**src/hw/rtl/slbps_pkg.sv**
```systemverilog
`default_nettype none

package slbps_pkg;

    localparam int QUEUE_SLOTS = 3;
    localparam int EV_W        = 3;
    localparam int CNT_W       = 8;
    localparam int HZ_W        = 13;

    localparam logic [CNT_W-1:0] CNT_MAX = {CNT_W{1'b1}};

    // Input operations.
    typedef enum logic [1:0] {
        OP_TICK      = 2'd0,
        OP_ADD       = 2'd1,
        OP_START_END = 2'd2
    } op_t;

    // Event codes held in the queue.
    localparam logic [EV_W-1:0] EV_NONE  = 3'd0;
    localparam logic [EV_W-1:0] EV_CMD   = 3'd1;
    localparam logic [EV_W-1:0] EV_USB   = 3'd2;
    localparam logic [EV_W-1:0] EV_ABORT = 3'd3;
    localparam logic [EV_W-1:0] EV_ERROR = 3'd4;

    // Mission states.
    localparam logic [2:0] MS_STARTUP   = 3'd0;
    localparam logic [2:0] MS_NAV_START = 3'd1;
    localparam logic [2:0] MS_GND_LOCK  = 3'd2;
    localparam logic [2:0] MS_PAD_IDLE  = 3'd3;
    localparam logic [2:0] MS_CHUTE     = 3'd4;
    localparam logic [2:0] MS_LANDED    = 3'd5;
    localparam logic [2:0] MS_START_FAIL = 3'd6;

    // Configuration register indexes.
    localparam logic [1:0] CFG_INDICATOR_EN = 2'd0;
    localparam logic [1:0] CFG_BUZZER_EN    = 2'd1;
    localparam logic [1:0] CFG_LED_EN       = 2'd2;

    // LED levels: bit 2 red, bit 1 green, bit 0 blue; a low pin is lit.
    localparam logic [2:0] LED_ALL_OFF = 3'b111;

    typedef logic [QUEUE_SLOTS-1:0][EV_W-1:0] slots_t;

    // Requests from the top level to the event queue.
    typedef struct packed {
        logic            add;
        logic            tick;
        logic            pop;
        logic [EV_W-1:0] ev;
    } q_req_t;

    // Queue status toward the top level and the pattern logic.
    typedef struct packed {
        logic            busy;
        logic [EV_W-1:0] play_head;
        logic [EV_W-1:0] head;
        logic            dropped;
        logic            to_head;
    } q_stat_t;

    // What the pattern for this tick writes.
    typedef struct packed {
        logic            led_wr;
        logic [2:0]      led_val;
        logic            tone_wr;
        logic            tone_on;
        logic [HZ_W-1:0] tone_hz;
        logic            finish;
        logic            startup_set;
    } pat_action_t;

    function automatic logic in_win(input logic [CNT_W-1:0] c,
                                    input logic [CNT_W-1:0] lo,
                                    input logic [CNT_W-1:0] hi);
        return (c > lo) && (c <= hi);
    endfunction

    // One compaction pass from the head: an empty slot pulls in its successor.
    function automatic slots_t compact_slots(input slots_t s);
        slots_t r;
        r = s;
        for (int i = 0; i < QUEUE_SLOTS - 1; i++) begin
            if (r[i] == EV_NONE) begin
                r[i]   = r[i+1];
                r[i+1] = EV_NONE;
            end
        end
        return r;
    endfunction

endpackage

`default_nettype wire

```
**src/hw/rtl/slbps_pattern.sv**
```systemverilog
`default_nettype none

module slbps_pattern
    import slbps_pkg::*;
(
    input  wire logic             use_event,
    input  wire logic [EV_W-1:0]  event_code,
    input  wire logic [2:0]       mission_state,
    input  wire logic [CNT_W-1:0] count,
    input  wire logic             startup_done,
    output pat_action_t           action
);

    always_comb
    begin
        action = '0;
        if (use_event)
        begin
            case (event_code)
                EV_CMD:
                begin
                    if (in_win(count, 8'd0, 8'd2) || in_win(count, 8'd4, 8'd6))
                    begin
                        action.tone_wr = 1'b1; action.tone_on = 1'b1;
                        action.tone_hz = 13'd3100;
                        action.led_wr = 1'b1; action.led_val = 3'b000;
                    end
                    else if (in_win(count, 8'd2, 8'd4) || in_win(count, 8'd6, 8'd8))
                    begin
                        action.tone_wr = 1'b1;
                        action.led_wr = 1'b1; action.led_val = LED_ALL_OFF;
                    end
                    else if (in_win(count, 8'd8, 8'd10))
                    begin
                        action.tone_wr = 1'b1; action.tone_on = 1'b1;
                        action.tone_hz = 13'd3100;
                        action.led_wr = 1'b1; action.led_val = 3'b010;
                    end
                    else if (count >= 8'd12)
                    begin
                        action.finish = 1'b1;
                    end
                end
                EV_USB:
                begin
                    if (in_win(count, 8'd0, 8'd7))
                    begin
                        action.tone_wr = 1'b1; action.tone_on = 1'b1;
                        action.tone_hz = 13'd2600;
                        action.led_wr = 1'b1; action.led_val = 3'b001;
                    end
                    else if (in_win(count, 8'd7, 8'd11))
                    begin
                        action.tone_wr = 1'b1; action.tone_on = 1'b1;
                        action.tone_hz = 13'd3100;
                        action.led_wr = 1'b1; action.led_val = 3'b000;
                    end
                    else if (count >= 8'd11)
                    begin
                        action.finish = 1'b1;
                    end
                end
                EV_ABORT:
                begin
                    if (in_win(count, 8'd0, 8'd11))
                    begin
                        action.tone_wr = 1'b1; action.tone_on = 1'b1;
                        action.tone_hz = 13'd3500;
                        action.led_wr = 1'b1; action.led_val = 3'b011;
                    end
                    else if (count >= 8'd11)
                    begin
                        action.finish = 1'b1;
                    end
                end
                EV_ERROR:
                begin
                    if (in_win(count, 8'd0, 8'd7))
                    begin
                        action.tone_wr = 1'b1; action.tone_on = 1'b1;
                        action.tone_hz = 13'd3300;
                        action.led_wr = 1'b1; action.led_val = 3'b011;
                    end
                    else if (in_win(count, 8'd7, 8'd11))
                    begin
                        action.tone_wr = 1'b1; action.tone_on = 1'b1;
                        action.tone_hz = 13'd3700;
                        action.led_wr = 1'b1; action.led_val = 3'b100;
                    end
                    else if (count >= 8'd11)
                    begin
                        action.finish = 1'b1;
                    end
                end
                default:
                begin
                    action = '0;
                end
            endcase
        end
        else
        begin
            case (mission_state)
                MS_STARTUP:
                begin
                    if (!startup_done)
                    begin
                        if (in_win(count, 8'd8, 8'd12))
                        begin
                            action.led_wr = 1'b1; action.led_val = 3'b011;
                            action.tone_wr = 1'b1; action.tone_on = 1'b1;
                            action.tone_hz = 13'd2000;
                        end
                        else if (in_win(count, 8'd12, 8'd18))
                        begin
                            action.tone_wr = 1'b1; action.tone_on = 1'b1;
                            action.tone_hz = 13'd2200;
                        end
                        else if (in_win(count, 8'd16, 8'd30))
                        begin
                            action.tone_wr = 1'b1; action.tone_on = 1'b1;
                            action.tone_hz = 13'd2550;
                        end
                        else if (count >= 8'd30)
                        begin
                            action.startup_set = 1'b1;
                            action.finish = 1'b1;
                        end
                    end
                end
                MS_NAV_START:
                begin
                    if (in_win(count, 8'd8, 8'd14))
                    begin
                        action.led_wr = 1'b1; action.led_val = 3'b110;
                        action.tone_wr = 1'b1; action.tone_on = 1'b1;
                        action.tone_hz = 13'd2300;
                    end
                    else if (in_win(count, 8'd14, 8'd18))
                    begin
                        action.tone_wr = 1'b1;
                    end
                    else if (in_win(count, 8'd18, 8'd30))
                    begin
                        action.led_wr = 1'b1; action.led_val = 3'b000;
                        action.tone_wr = 1'b1; action.tone_on = 1'b1;
                        action.tone_hz = 13'd2400;
                    end
                    else if (count >= 8'd30)
                    begin
                        action.finish = 1'b1;
                    end
                end
                MS_GND_LOCK:
                begin
                    if (in_win(count, 8'd9, 8'd16))
                    begin
                        action.led_wr = 1'b1; action.led_val = 3'b000;
                        action.tone_wr = 1'b1; action.tone_on = 1'b1;
                        action.tone_hz = 13'd3400;
                    end
                    else if (in_win(count, 8'd15, 8'd18))
                    begin
                        action.led_wr = 1'b1; action.led_val = 3'b010;
                        action.tone_wr = 1'b1; action.tone_on = 1'b1;
                        action.tone_hz = 13'd3200;
                    end
                    else if (in_win(count, 8'd17, 8'd20))
                    begin
                        action.led_wr = 1'b1; action.led_val = LED_ALL_OFF;
                        action.tone_wr = 1'b1; action.tone_on = 1'b1;
                        action.tone_hz = 13'd3600;
                    end
                    else if (count >= 8'd20)
                    begin
                        action.finish = 1'b1;
                    end
                end
                MS_PAD_IDLE:
                begin
                    if (in_win(count, 8'd9, 8'd16))
                    begin
                        action.tone_wr = 1'b1; action.tone_on = 1'b1;
                        action.tone_hz = 13'd1800;
                        action.led_wr = 1'b1; action.led_val = 3'b100;
                    end
                    else if (in_win(count, 8'd16, 8'd100))
                    begin
                        action.finish = 1'b1;
                    end
                end
                MS_CHUTE:
                begin
                    if (in_win(count, 8'd4, 8'd11))
                    begin
                        action.tone_wr = 1'b1; action.tone_on = 1'b1;
                        action.tone_hz = 13'd2800;
                        action.led_wr = 1'b1; action.led_val = 3'b110;
                    end
                    else if (in_win(count, 8'd9, 8'd100))
                    begin
                        action.finish = 1'b1;
                    end
                end
                MS_LANDED:
                begin
                    if (in_win(count, 8'd4, 8'd20))
                    begin
                        action.tone_wr = 1'b1; action.tone_on = 1'b1;
                        action.tone_hz = 13'd3000;
                        action.led_wr = 1'b1; action.led_val = 3'b010;
                    end
                    else if (in_win(count, 8'd19, 8'd44))
                    begin
                        action.tone_wr = 1'b1; action.tone_on = 1'b1;
                        action.tone_hz = 13'd3600;
                        action.led_wr = 1'b1; action.led_val = 3'b101;
                    end
                    else if (count >= 8'd43)
                    begin
                        action.finish = 1'b1;
                    end
                end
                MS_START_FAIL:
                begin
                    if (in_win(count, 8'd9, 8'd21))
                    begin
                        action.tone_wr = 1'b1; action.tone_on = 1'b1;
                        action.tone_hz = 13'd5000;
                        action.led_wr = 1'b1; action.led_val = 3'b011;
                    end
                    else if (in_win(count, 8'd20, 8'd100))
                    begin
                        action.finish = 1'b1;
                    end
                end
                default:
                begin
                    action = '0;
                end
            endcase
        end
    end

endmodule

`default_nettype wire

```
**src/hw/rtl/slbps_queue.sv**
```systemverilog
`default_nettype none

module slbps_queue
    import slbps_pkg::*;
(
    input  wire logic clk,
    input  wire logic rst_n,
    input  q_req_t    req,
    output q_stat_t   stat
);

    slots_t slots_reg;
    slots_t slots_next;
    slots_t packed_slots;
    slots_t popped_slots;
    logic   found;

    // The compacted view is what a tick plays from and what an add stores into.
    assign packed_slots = compact_slots(slots_reg);

    always_comb
    begin
        popped_slots    = packed_slots;
        popped_slots[0] = EV_NONE;
        popped_slots    = compact_slots(popped_slots);
    end

    always_comb
    begin
        slots_next     = slots_reg;
        found          = 1'b0;
        stat.busy      = (slots_reg != '0);
        stat.play_head = packed_slots[0];
        stat.head      = slots_reg[0];
        stat.dropped   = 1'b0;
        stat.to_head   = 1'b0;
        if (req.add)
        begin
            slots_next = packed_slots;
            for (int i = 0; i < QUEUE_SLOTS; i++)
            begin
                if (!found && packed_slots[i] == EV_NONE)
                begin
                    slots_next[i] = req.ev;
                    found = 1'b1;
                    if (i == 0)
                    begin
                        stat.to_head = 1'b1;
                    end
                end
            end
            stat.dropped = !found;
        end
        else if (req.tick)
        begin
            slots_next = req.pop ? popped_slots : packed_slots;
        end
    end

    always_ff @(posedge clk or negedge rst_n)
    begin
        if (!rst_n)
        begin
            slots_reg <= '0;
        end
        else
        begin
            slots_reg <= slots_next;
        end
    end

endmodule

`default_nettype wire

```
**src/hw/rtl/status_led_buzzer_pattern_sequencer_top.sv**
```systemverilog
// A result appears in the cycle after its input transfer and shows the state after it.
// Throughput: one item per cycle unless a result is stalled; the single result register
// decouples the two channels. The input is ready whenever the result register is empty or
// being taken in that cycle. Reset clears the queue, counter, startup flag, LED levels
// (all lit) and tone, and sets all three enables; no clearing pass is needed.
`default_nettype none

module status_led_buzzer_pattern_sequencer_top
    import slbps_pkg::*;
(
    input  wire logic        clk,
    input  wire logic        rst_n,
    // Item channel.
    input  wire logic        in_valid,
    output logic             in_ready,
    input  wire logic [1:0]  opcode,
    input  wire logic [2:0]  event_code,
    input  wire logic [2:0]  mission_state,
    // Result channel.
    output logic             out_valid,
    input  wire logic        out_ready,
    output logic             led_red,
    output logic             led_green,
    output logic             led_blue,
    output logic             buzzer_on,
    output logic [12:0]      buzzer_freq,
    output logic [2:0]       head_event,
    output logic             event_dropped,
    // Configuration write channel.
    input  wire logic        cfg_valid,
    output logic             cfg_ready,
    input  wire logic [1:0]  cfg_index,
    input  wire logic        cfg_data
);

    // Configuration registers. Writes are always taken, as cfg_ready is tied high.
    logic indicator_en_reg;
    logic buzzer_en_reg;
    logic led_en_reg;

    // Sequencer state. The LED and tone registers double as the result payload,
    // since the output always shows the state left by the last transfer.
    logic [CNT_W-1:0] count_reg,   count_next;
    logic             startup_reg, startup_next;
    logic [2:0]       led_reg,     led_next;
    logic [HZ_W-1:0]  freq_reg,    freq_next;
    logic             tone_reg,    tone_next;
    logic             dropped_reg, dropped_next;
    logic             out_valid_reg, out_valid_next;

    logic             accept;
    op_t              op;
    logic             tick;
    logic             add_ok;
    logic [CNT_W-1:0] count_inc;
    q_req_t           q_req;
    q_stat_t          q_stat;
    pat_action_t      action;

    assign cfg_ready = 1'b1;
    assign in_ready  = !out_valid_reg || out_ready;
    assign accept    = in_valid && in_ready;
    assign op        = op_t'(opcode);

    // A tick only counts when the indicator is enabled; otherwise it is a no-op.
    assign tick   = accept && (op == OP_TICK) && indicator_en_reg;
    assign add_ok = accept && (op == OP_ADD) && (event_code inside {[EV_CMD:EV_ERROR]});

    // The counter saturates so that long idle stretches never wrap into a window.
    assign count_inc = (count_reg == CNT_MAX) ? count_reg : count_reg + 1'b1;

    assign q_req.add  = add_ok;
    assign q_req.tick = tick;
    assign q_req.pop  = q_stat.busy && action.finish;
    assign q_req.ev   = event_code;

    slbps_queue u_queue
    (
        .clk   (clk),
        .rst_n (rst_n),
        .req   (q_req),
        .stat  (q_stat)
    );

    // Event patterns take priority over the mission pattern while anything is queued.
    slbps_pattern u_pattern
    (
        .use_event     (q_stat.busy),
        .event_code    (q_stat.play_head),
        .mission_state (mission_state),
        .count         (count_inc),
        .startup_done  (startup_reg),
        .action        (action)
    );

    always_comb
    begin
        count_next   = count_reg;
        startup_next = startup_reg;
        led_next     = led_reg;
        freq_next    = freq_reg;
        tone_next    = tone_reg;
        dropped_next = dropped_reg;

        if (accept)
        begin
            dropped_next = 1'b0;
        end

        if (tick)
        begin
            count_next = count_inc;
            if (action.led_wr)
            begin
                led_next = led_en_reg ? action.led_val : LED_ALL_OFF;
            end
            if (action.tone_wr)
            begin
                if (buzzer_en_reg && action.tone_on)
                begin
                    freq_next = action.tone_hz;
                    tone_next = 1'b1;
                end
                else
                begin
                    freq_next = '0;
                    tone_next = 1'b0;
                end
            end
            // A finished pattern clears the counter and turns everything off.
            if (action.finish)
            begin
                count_next = '0;
                led_next   = LED_ALL_OFF;
                freq_next  = '0;
                tone_next  = 1'b0;
            end
            if (action.startup_set)
            begin
                startup_next = 1'b1;
            end
        end
        else if (add_ok)
        begin
            dropped_next = q_stat.dropped;
            // A new head event restarts its pattern from the beginning.
            if (q_stat.to_head)
            begin
                count_next = '0;
            end
        end
        else if (accept && (op == OP_START_END))
        begin
            startup_next = 1'b1;
        end
    end

    always_comb
    begin
        if (accept)
        begin
            out_valid_next = 1'b1;
        end
        else if (out_ready)
        begin
            out_valid_next = 1'b0;
        end
        else
        begin
            out_valid_next = out_valid_reg;
        end
    end

    always_ff @(posedge clk or negedge rst_n)
    begin
        if (!rst_n)
        begin
            indicator_en_reg <= 1'b1;
            buzzer_en_reg    <= 1'b1;
            led_en_reg       <= 1'b1;
        end
        else if (cfg_valid && cfg_ready)
        begin
            case (cfg_index)
                CFG_INDICATOR_EN: indicator_en_reg <= cfg_data;
                CFG_BUZZER_EN:    buzzer_en_reg    <= cfg_data;
                CFG_LED_EN:       led_en_reg       <= cfg_data;
                default:          ;
            endcase
        end
    end

    always_ff @(posedge clk or negedge rst_n)
    begin
        if (!rst_n)
        begin
            count_reg     <= '0;
            startup_reg   <= 1'b0;
            led_reg       <= '0;
            freq_reg      <= '0;
            tone_reg      <= 1'b0;
            dropped_reg   <= 1'b0;
            out_valid_reg <= 1'b0;
        end
        else
        begin
            count_reg     <= count_next;
            startup_reg   <= startup_next;
            led_reg       <= led_next;
            freq_reg      <= freq_next;
            tone_reg      <= tone_next;
            dropped_reg   <= dropped_next;
            out_valid_reg <= out_valid_next;
        end
    end

    assign out_valid     = out_valid_reg;
    assign led_red       = led_reg[2];
    assign led_green     = led_reg[1];
    assign led_blue      = led_reg[0];
    assign buzzer_on     = tone_reg;
    assign buzzer_freq   = freq_reg;
    assign head_event    = q_stat.head;
    assign event_dropped = dropped_reg;

endmodule

`default_nettype wire

```
**config.mk**
```make
export PLATFORM = sky130hd
export DESIGN_NAME = status_led_buzzer_pattern_sequencer_top
export DESIGN_NICKNAME = d
export VERILOG_FILES = /design/src/hw/rtl/slbps_pkg.sv /design/src/hw/rtl/slbps_pattern.sv /design/src/hw/rtl/slbps_queue.sv /design/src/hw/rtl/status_led_buzzer_pattern_sequencer_top.sv
export SDC_FILE = /design/constraint.sdc
export NUM_CORES = 1
export LEC_CHECK = 0
export ABC_CLOCK_PERIOD_IN_PS = 3990
export BUFFER_PORTS_ARGS = -buffer_cell sky130_fd_sc_hd__buf_4
export CAP_MARGIN = 10
export CORE_UTILIZATION = 35
export DETAILED_ROUTE_END_ITERATION = 7
export PLACE_DENSITY = 0.49
export RECOVER_POWER = 100
export SLEW_MARGIN = 20
export SYNTH_ARGS = -nofsm -noshare
export SYNTH_HDL_FRONTEND = slang
export SYNTH_SLANG_ARGS = --single-unit
```
**constraint.sdc**
```tcl
create_clock -name clk -period 3.99 [get_ports clk]
set_input_delay 0.5985 -clock clk [delete_from_list [all_inputs] [get_ports clk]]
set_output_delay 0.5985 -clock clk [all_outputs]
set_load 0.005 [all_outputs]
```
-- Word level (Yosys, flattened, before mapping)
Index checks and enable logic that the tools add are counted.
- $add $sub $neg: 1
- magnitude comparators: 38
- equality and inequality tests: 17
- mux-type cells: 96
- reductions and logical operators: 64
- operator list (cell ; number):
    2-to-1 mux 19 bit ; 17
    case mux 20 bit (7 select lines) ; 1
    case mux 20 bit (4 select lines) ; 1
    2-to-1 mux 15 bit ; 5
    2-to-1 mux 1 bit ; 43
    2-to-1 mux 21 bit ; 2
    greater-than comparator 8 x 4 -> 1 bit, second input constant ; 5
    greater-than comparator 8 x 5 -> 1 bit, second input constant ; 5
    less-or-equal comparator 8 x 4 -> 1 bit, second input constant ; 5
    less-or-equal comparator 8 x 5 -> 1 bit, second input constant ; 5
    2-to-1 mux 8 bit ; 5
    2-to-1 mux 13 bit ; 3
    logical AND 1 bit ; 35
    2-to-1 mux 9 bit ; 3
    greater-than comparator 8 x 3 -> 1 bit, second input constant ; 3
    less-or-equal comparator 8 x 3 -> 1 bit, second input constant ; 3
    logical NOT 3 bit ; 6
    2-to-1 mux 3 bit ; 6
    >= comparator 8 x 4 -> 1 bit, second input constant ; 2
    >= comparator 8 x 5 -> 1 bit, second input constant ; 2
    == test 3 x 2 -> 1 bit, second input constant ; 4
    == test 3 bit, second input constant ; 4
    2-to-1 mux 6 bit ; 2
    AND reduction 2 bit ; 6
    other kinds (24) ; 43
- flip-flop bits (word level): 40
- input port bits: 16
- output and inout bits: 24

-- Logic depth before layout (Yosys ltp)
- depth in word-level cells: 19
- gate-level depth with buffers: 13
- mapped depth without buffers: 10

-- Hierarchy
A second synthesis with hierarchy kept.
- cell total of the unflattened synthesis: 448
- area, all modules: 3550.9 µm²
- by module, submodules not included (module ; instances ; cells an instance ; area each (µm²)):
    status_led_buzzer_pattern_sequencer_top ; 1 ; 151 ; 1552.7
    slbps_pattern ; 1 ; 203 ; 1218.7
    slbps_queue ; 1 ; 94 ; 779.5

-- Worst setup path before layout
No wires, ideal clock.
- kind: reg2reg
- from: register count_reg[1]
- to: register freq_reg[1], in the netlist buzzer_freq[1]
- library setup time: 0.122 ns
- arrival: 2.920 ns
- data required time: 3.868 ns
- slack: 0.949 ns
- stages on the path, launching flop included: 12
- path buffers: 1
- cell sequence: dfrtp_1 ha_1 buf_6 a31oi_2 a21oi_2 a22o_4 and3b_4 or2_1 or2_1 or3_4 o2111a_2 a32o_1
- longest elaborated chain between the ends: 14
- elaborated cells on any way between the ends: 126
- classes of those cells: add/sub (1); order compare (36); eq/ne (1); mux (59); reduce/logical (29)
- ends and longest elaborated chain (element ; RTL line ; source):
    start: declaration ; status_led_buzzer_pattern_sequencer_top.sv:43 ; logic [CNT_W-1:0] count_reg, count_next;
    start signal: assignment ; status_led_buzzer_pattern_sequencer_top.sv:207 ; count_reg <= count_next;
    adder 8 x 1 -> 8 bit / == test 8 bit (equally long branches) ; status_led_buzzer_pattern_sequencer_top.sv:70 ; assign count_inc = (count_reg == CNT_MAX) ? count_reg : count_reg + 1'b1;
    2-to-1 mux 8 bit * ; status_led_buzzer_pattern_sequencer_top.sv:70 ;
    greater-than comparator 8 x 5 -> 1 bit / less-or-equal comparator 8 x 5 -> 1 bit (equally long branches) ; slbps_pkg.sv:76 ; return (c > lo) && (c <= hi);
    logical AND 1 bit ; slbps_pkg.sv:76 ;
    2-to-1 mux 15 bit ; slbps_pattern.sv:119 ; else if (in_win(count, 8'd16, 8'd30))
    2-to-1 mux 15 bit ; slbps_pattern.sv:114 ; else if (in_win(count, 8'd12, 8'd18))
    2-to-1 mux 15 bit ; slbps_pattern.sv:108 ; if (in_win(count, 8'd8, 8'd12))
    2-to-1 mux 21 bit ; slbps_pattern.sv:106 ; if (!startup_done)
    case mux 20 bit (7 select lines) ; slbps_pattern.sv:103 ; case (mission_state)
    2-to-1 mux 21 bit * ; slbps_pattern.sv:17 ; if (use_event)
    logical AND 1 bit ; status_led_buzzer_pattern_sequencer_top.sv:119 ; if (buzzer_en_reg && action.tone_on)
    2-to-1 mux 13 bit ; status_led_buzzer_pattern_sequencer_top.sv:119 ;
    2-to-1 mux 13 bit ; status_led_buzzer_pattern_sequencer_top.sv:117 ; if (action.tone_wr)
    2-to-1 mux 13 bit ; status_led_buzzer_pattern_sequencer_top.sv:131 ; if (action.finish)
    end signal: assignment ; status_led_buzzer_pattern_sequencer_top.sv:210 ; freq_reg <= freq_next;
    end: declaration ; status_led_buzzer_pattern_sequencer_top.sv:46 ; logic [HZ_W-1:0] freq_reg, freq_next;
Every way passes the cells marked *; elsewhere a longest branch is shown, timed or not. The select of a mux whose other input is x is not followed.
A chain may end at the register's enable or synchronous reset.

-- Worst setup path in the final report
- from: register count_reg[0]
- to: register led_reg[1]
- longest elaborated chain between the ends: 12
- elaborated cells on any way between the ends: 123
- classes of those cells: add/sub (1); order compare (36); eq/ne (1); mux (57); reduce/logical (28)
- ends and longest elaborated chain (element ; RTL line ; source):
    adder 8 x 1 -> 8 bit / == test 8 bit (equally long branches) ; status_led_buzzer_pattern_sequencer_top.sv:70 ;
    2-to-1 mux 8 bit * ; status_led_buzzer_pattern_sequencer_top.sv:70 ;
    >= comparator 8 x 5 -> 1 bit, or another cell as far along ; slbps_pattern.sv:124, slbps_pattern.sv:149 ;
    2-to-1 mux 2 bit / logical AND 1 bit (equally long branches) ; slbps_pattern.sv:124, slbps_pkg.sv:76 ;
    2-to-1 mux 2 bit, or another cell as far along ; slbps_pattern.sv:119 ;
    2-to-1 mux 2 bit, or another cell as far along ; slbps_pattern.sv:114 ;
    2-to-1 mux 2 bit, or another cell as far along ; slbps_pattern.sv:108 ;
    2-to-1 mux 21 bit, or another cell as far along ; slbps_pattern.sv:106 ;
    case mux 20 bit (7 select lines) / 2-to-1 mux 21 bit (equally long branches) ; slbps_pattern.sv:103, slbps_pattern.sv:17 ;
    2-to-1 mux 21 bit * ; slbps_pattern.sv:17 ;
    nonzero test 2 bit (no source line) / 2-to-1 mux 3 bit (equally long branches) ; n/a ;
    AND reduction 2 bit (no source line) / 2-to-1 mux 3 bit (equally long branches) ; n/a ;
    end signal: assignment ; status_led_buzzer_pattern_sequencer_top.sv:209 ; led_reg <= led_next;
    end: declaration ; status_led_buzzer_pattern_sequencer_top.sv:45 ; logic [2:0] led_reg, led_next;
Marked as above.

==> reports/qor.txt <==
==================================================================================
Run status .......................................................... complete, but fails checks
Failing checks ...................................................... capacitance limit, slew limit
Number of cells in the design after placement .......................          605
Top post-synthesis cells by count ................................... 43 x sky130_fd_sc_hd__a21oi_1, 40 x sky130_fd_sc_hd__nor2_1, 36 x sky130_fd_sc_hd__dfrtp_1, 26 x sky130_fd_sc_hd__o21ai_0, 23 x sky130_fd_sc_hd__nand2_1
Worst-path fanout max ...............................................           13
TritonCTS clock tree ................................................        built
Count of standard-cell rows .........................................           37
Most instantiated library cell after synthesis ...................... sky130_fd_sc_hd__a21oi_1
Total CTS buffers ...................................................            5
Worst Hold Slack ....................................................     0.493 ns
Uppermost layer routed ..............................................         met4
Final weighted congestion in routability-driven placement ...........        0.922
Power Density .......................................................   532 nW/um2
Hold Path Class ..................................................... register to register
Depth of the worst register-to-register path ........................           11
Depth of the CTS H-tree .............................................            2
Hold-fix buffers, CTS ...............................................            0
Latest clock arrival within the worst-skew pair .....................      0.29 ns
Syn Inst Count ......................................................          454
FF-to-FF Start ...................................................... count_reg[0]
Iteration-0 DRC count of the detailed router ........................          394
Area of the core ....................................................   10,400 um2
Count of endpoints failing setup in the final report ................            0
Area occupied by multi-input gates ..................................     2550 um2
Pin count of the biggest net entering global routing ................           40
Synthesized net count ...............................................          471
Met2 wire len .......................................................      5470 um
Max capacitance violation total .....................................            1
Fraction of final layout cells sized beyond drive strength 1 ........        20.1%
Total gr overflow ...................................................            0
Mux contribution to synthesized area ................................        2.22%
Kind of start point of the critical path ............................     register
Synthesized-area fraction occupied by xor and xnor cells ............        1.13%
Non-Filler Cell Area, Final .........................................     4160 um2
Post-CTS Resized ....................................................            0
First-pass DRT Iterations ...........................................            6
Clock root buffer ................................................... sky130_fd_sc_hd__clkbuf_8
Slew at the pin closest to its max-slew limit .......................      2.24 ns
Max rail drop VDD ...................................................     0.254 mV
Number of cells in the finished layout apart from fillers ...........          613
Number of different library cells in the post-synthesis netlist .....           89
Total Nets Final ....................................................          493
Antenna cell count ..................................................            0
Flip-flop count of the largest register, all copies and words added .           12
Fraction of the mapped netlist area in adder cells ..................       0.332%
Number of ports placed on the die boundary ..........................           40
Number of synthesized flops with an enable pin ......................            0
Initial cell density of the core ....................................        36.4%
Data arrival time of the worst path .................................      3.94 ns
Data required time at the worst endpoint ............................      4.15 ns
Max Slew Vio Count ..................................................           40
Placed standard-cell area ...........................................     4100 um2
Hpwl dp .............................................................      9080 um
Sequential cell area fraction in the yosys report ...................        26.0%
Register bit count reported by yosys ................................           39
Total global-route track usage ......................................        21.9%
Post-route DRC violation count ......................................            0
Global-route wire length before repair ..............................    19,500 um
Worst Path Buf+Inv ..................................................            1
Synth Area in Compound Gates ........................................        35.7%
Routed WL per cell ..................................................      19.5 um
Family with the most delay on the worst path ........................ compound AO/OA/AOI/OAI gates
Critical-path cell with the highest stage delay ..................... sky130_fd_sc_hd__a31oi_1
Prevailing post-synth register cell ................................. sky130_fd_sc_hd__dfrtp_1
Proportion of netlist area held by the largest area contributor .....        23.9%
Worst setup EP type .................................................     register
Clock-pin slew on the worst setup and hold paths ....................      0.08 ns
Die height ..........................................................       106 um
Leakage power figure ................................................      1.68 nW
Final total negative setup slack ....................................         0 ns
Largest buffer count on any clock path ..............................            2
Post-CTS setup buffers ..............................................            0
Final hold viol count ...............................................            0
CP Cell Sequence .................................................... ha_1, buf_4, a31oi_1, a21oi_2, a22o_1, and2_0, o2111ai_2, nand2b_4, or4_1, a221oi_1, a41oi_1
Met3 WL post-DR .....................................................       753 um
Ys Warns ............................................................            0
Vias per cell .......................................................         6.32
Start-to-end type of the worst setup path ........................... register to register
Number of fillers in the final layout ...............................        1,084
Mapped Area .........................................................     3770 um2
Total vias in the final route .......................................        3,876
Area contributors post-synth ........................................ sky130_fd_sc_hd__dfrtp_1 24%, sky130_fd_sc_hd__a21oi_1 5.7%, sky130_fd_sc_hd__nor2_1 4.0%, sky130_fd_sc_hd__o21ai_0 3.4%, sky130_fd_sc_hd__a22o_1 3.0%
Worst-case register-to-register setup slack .........................      0.21 ns
Fin crit period .....................................................      3.78 ns
Fraction of the mapped netlist area in simple logic gates ...........        28.1%
Critical path startpoint ............................................ count_reg[0]
Overall die area ....................................................   11,200 um2
Number of I/O port buffers ..........................................           37
WP depth ............................................................           11
Horizontal extent of the die ........................................       106 um
Destination of the critical timing path .............................   led_reg[1]
WL final ............................................................    12,000 um
Syn avg cell area ...................................................     8.31 um2
Relative slew slack .................................................       -49.6%
Fraction of the cycle the final worst path needs ....................        94.7%
CP peak stage delay .................................................      0.58 ns
Area added between synthesis and finish .............................        10.2%
Post-synthesis cell type with the largest combined area ............. sky130_fd_sc_hd__dfrtp_1
Async S/R FF share, synth ...........................................         100%
Post-route ant nets .................................................            0
Unrepaired setup endpoints after global routing .....................           no
Clock Sinks .........................................................           39
Combinational family with the most area after synthesis ............. compound AO/OA/AOI/OAI gates
Seq. cell area ......................................................      980 um2
Routed length on met1 ...............................................      5490 um
Highest achievable clock rate .......................................    0.265 GHz
Vias in the first global route ......................................        3,677
Antenna violations before repair ....................................            0
Critical R2R Capture ................................................   led_reg[1]
Worst Clk Skew ......................................................   0.00548 ns
==================================================================================
==> metrics by stage <==
stage	util [%]	total power, mW	setup slack [ns]
3_3_place_gp	39.5	1.94	0.467
6_report	40.1	2.21	0.212
5_1_grt	40.1	2.38	0.0436
4_1_cts	40.3	2.22	0.426
2_1_floorplan	-	1.56	0.949
3_5_place_dp	39.5	1.93	0.456
==> layout make-up <==
cell class	instances	area share [%]
clock buffers	5	1.66
clock inverters	3	0.481
repair buffers	47	8.22
multi-input cells	376	61.4
well taps	136	4.09
flip-flops and latches	39	23.6
inverters	7	0.632
==> cell families after synthesis <==
logic type	Yosys count
compound gates	181
mux	8
flops	39
simple gates	180
buf+inv	39
fa+ha+maj	1
other cells	2
xor+xnor	4
==> worst min path at each step <==
stage,start,end,slack (ns),cells after the start
2_1_floorplan,rst_n,buzzer_freq[10],0.30,0
3_3_place_gp,startup_reg,startup_reg,0.46,1
3_5_place_dp,buzzer_freq[9],buzzer_freq[9],0.47,1
4_1_cts,rst_n,count_reg[3],0.30,1
5_1_grt,in_valid,out_valid,0.52,2
6_report,buzzer_freq[4],buzzer_freq[4],0.49,1
==> power breakdown <==
part / total (mW) / switching, mW / internal (mW) / leakage [nW]
registers: 0.632 / 0.129 / 0.503 / 0.494
clock network: 0.274 / 0.153 / 0.122 / 0.0402
logic: 1.31 / 0.769 / 0.536 / 1.15
==> worst register-to-register path: stages (launching register included) <==
cell and delay, ns:
sky130_fd_sc_hd__dfrtp_1 0.39, sky130_fd_sc_hd__ha_1 0.36, sky130_fd_sc_hd__buf_4 0.24, sky130_fd_sc_hd__a31oi_1 0.58, sky130_fd_sc_hd__a21oi_2 0.06, sky130_fd_sc_hd__a22o_1 0.28, sky130_fd_sc_hd__and2_0 0.19, sky130_fd_sc_hd__o2111ai_2 0.46
sky130_fd_sc_hd__nand2b_4 0.11, sky130_fd_sc_hd__or4_1 0.48, sky130_fd_sc_hd__a221oi_1 0.32, sky130_fd_sc_hd__a41oi_1 0.17
==> metal layers <==
layer  global-route usage (%)  vias to the layer above
met2                     34.5                      167
li1                         -                     1798
met5                        0                        -
met4                     5.46                        0
met3                     3.53                       25
met1                     30.9                     1886
==> cell usage in the layout, fill, tap and decap left out, drive strengths merged, types with 7 or more instances in the layout <==
cell type,netlist,final
inv,7,7
a221oi,7,7
and3,7,7
nand2b,9,9
clkbuf,9,31
buf,23,21
a22o,14,14
dfrtp,36,36
nor2b,8,8
nand2,23,23
o2bb2ai,9,9
nand3b,7,7
nor2,41,41
o21ai,28,28
nand3,13,13
a21o,10,10
a31oi,11,11
nor3,16,16
or2,8,8
nand4,9,9
nor4,7,7
a21oi,46,46
a211oi,8,8
Power figures use the tool's default switching activity.
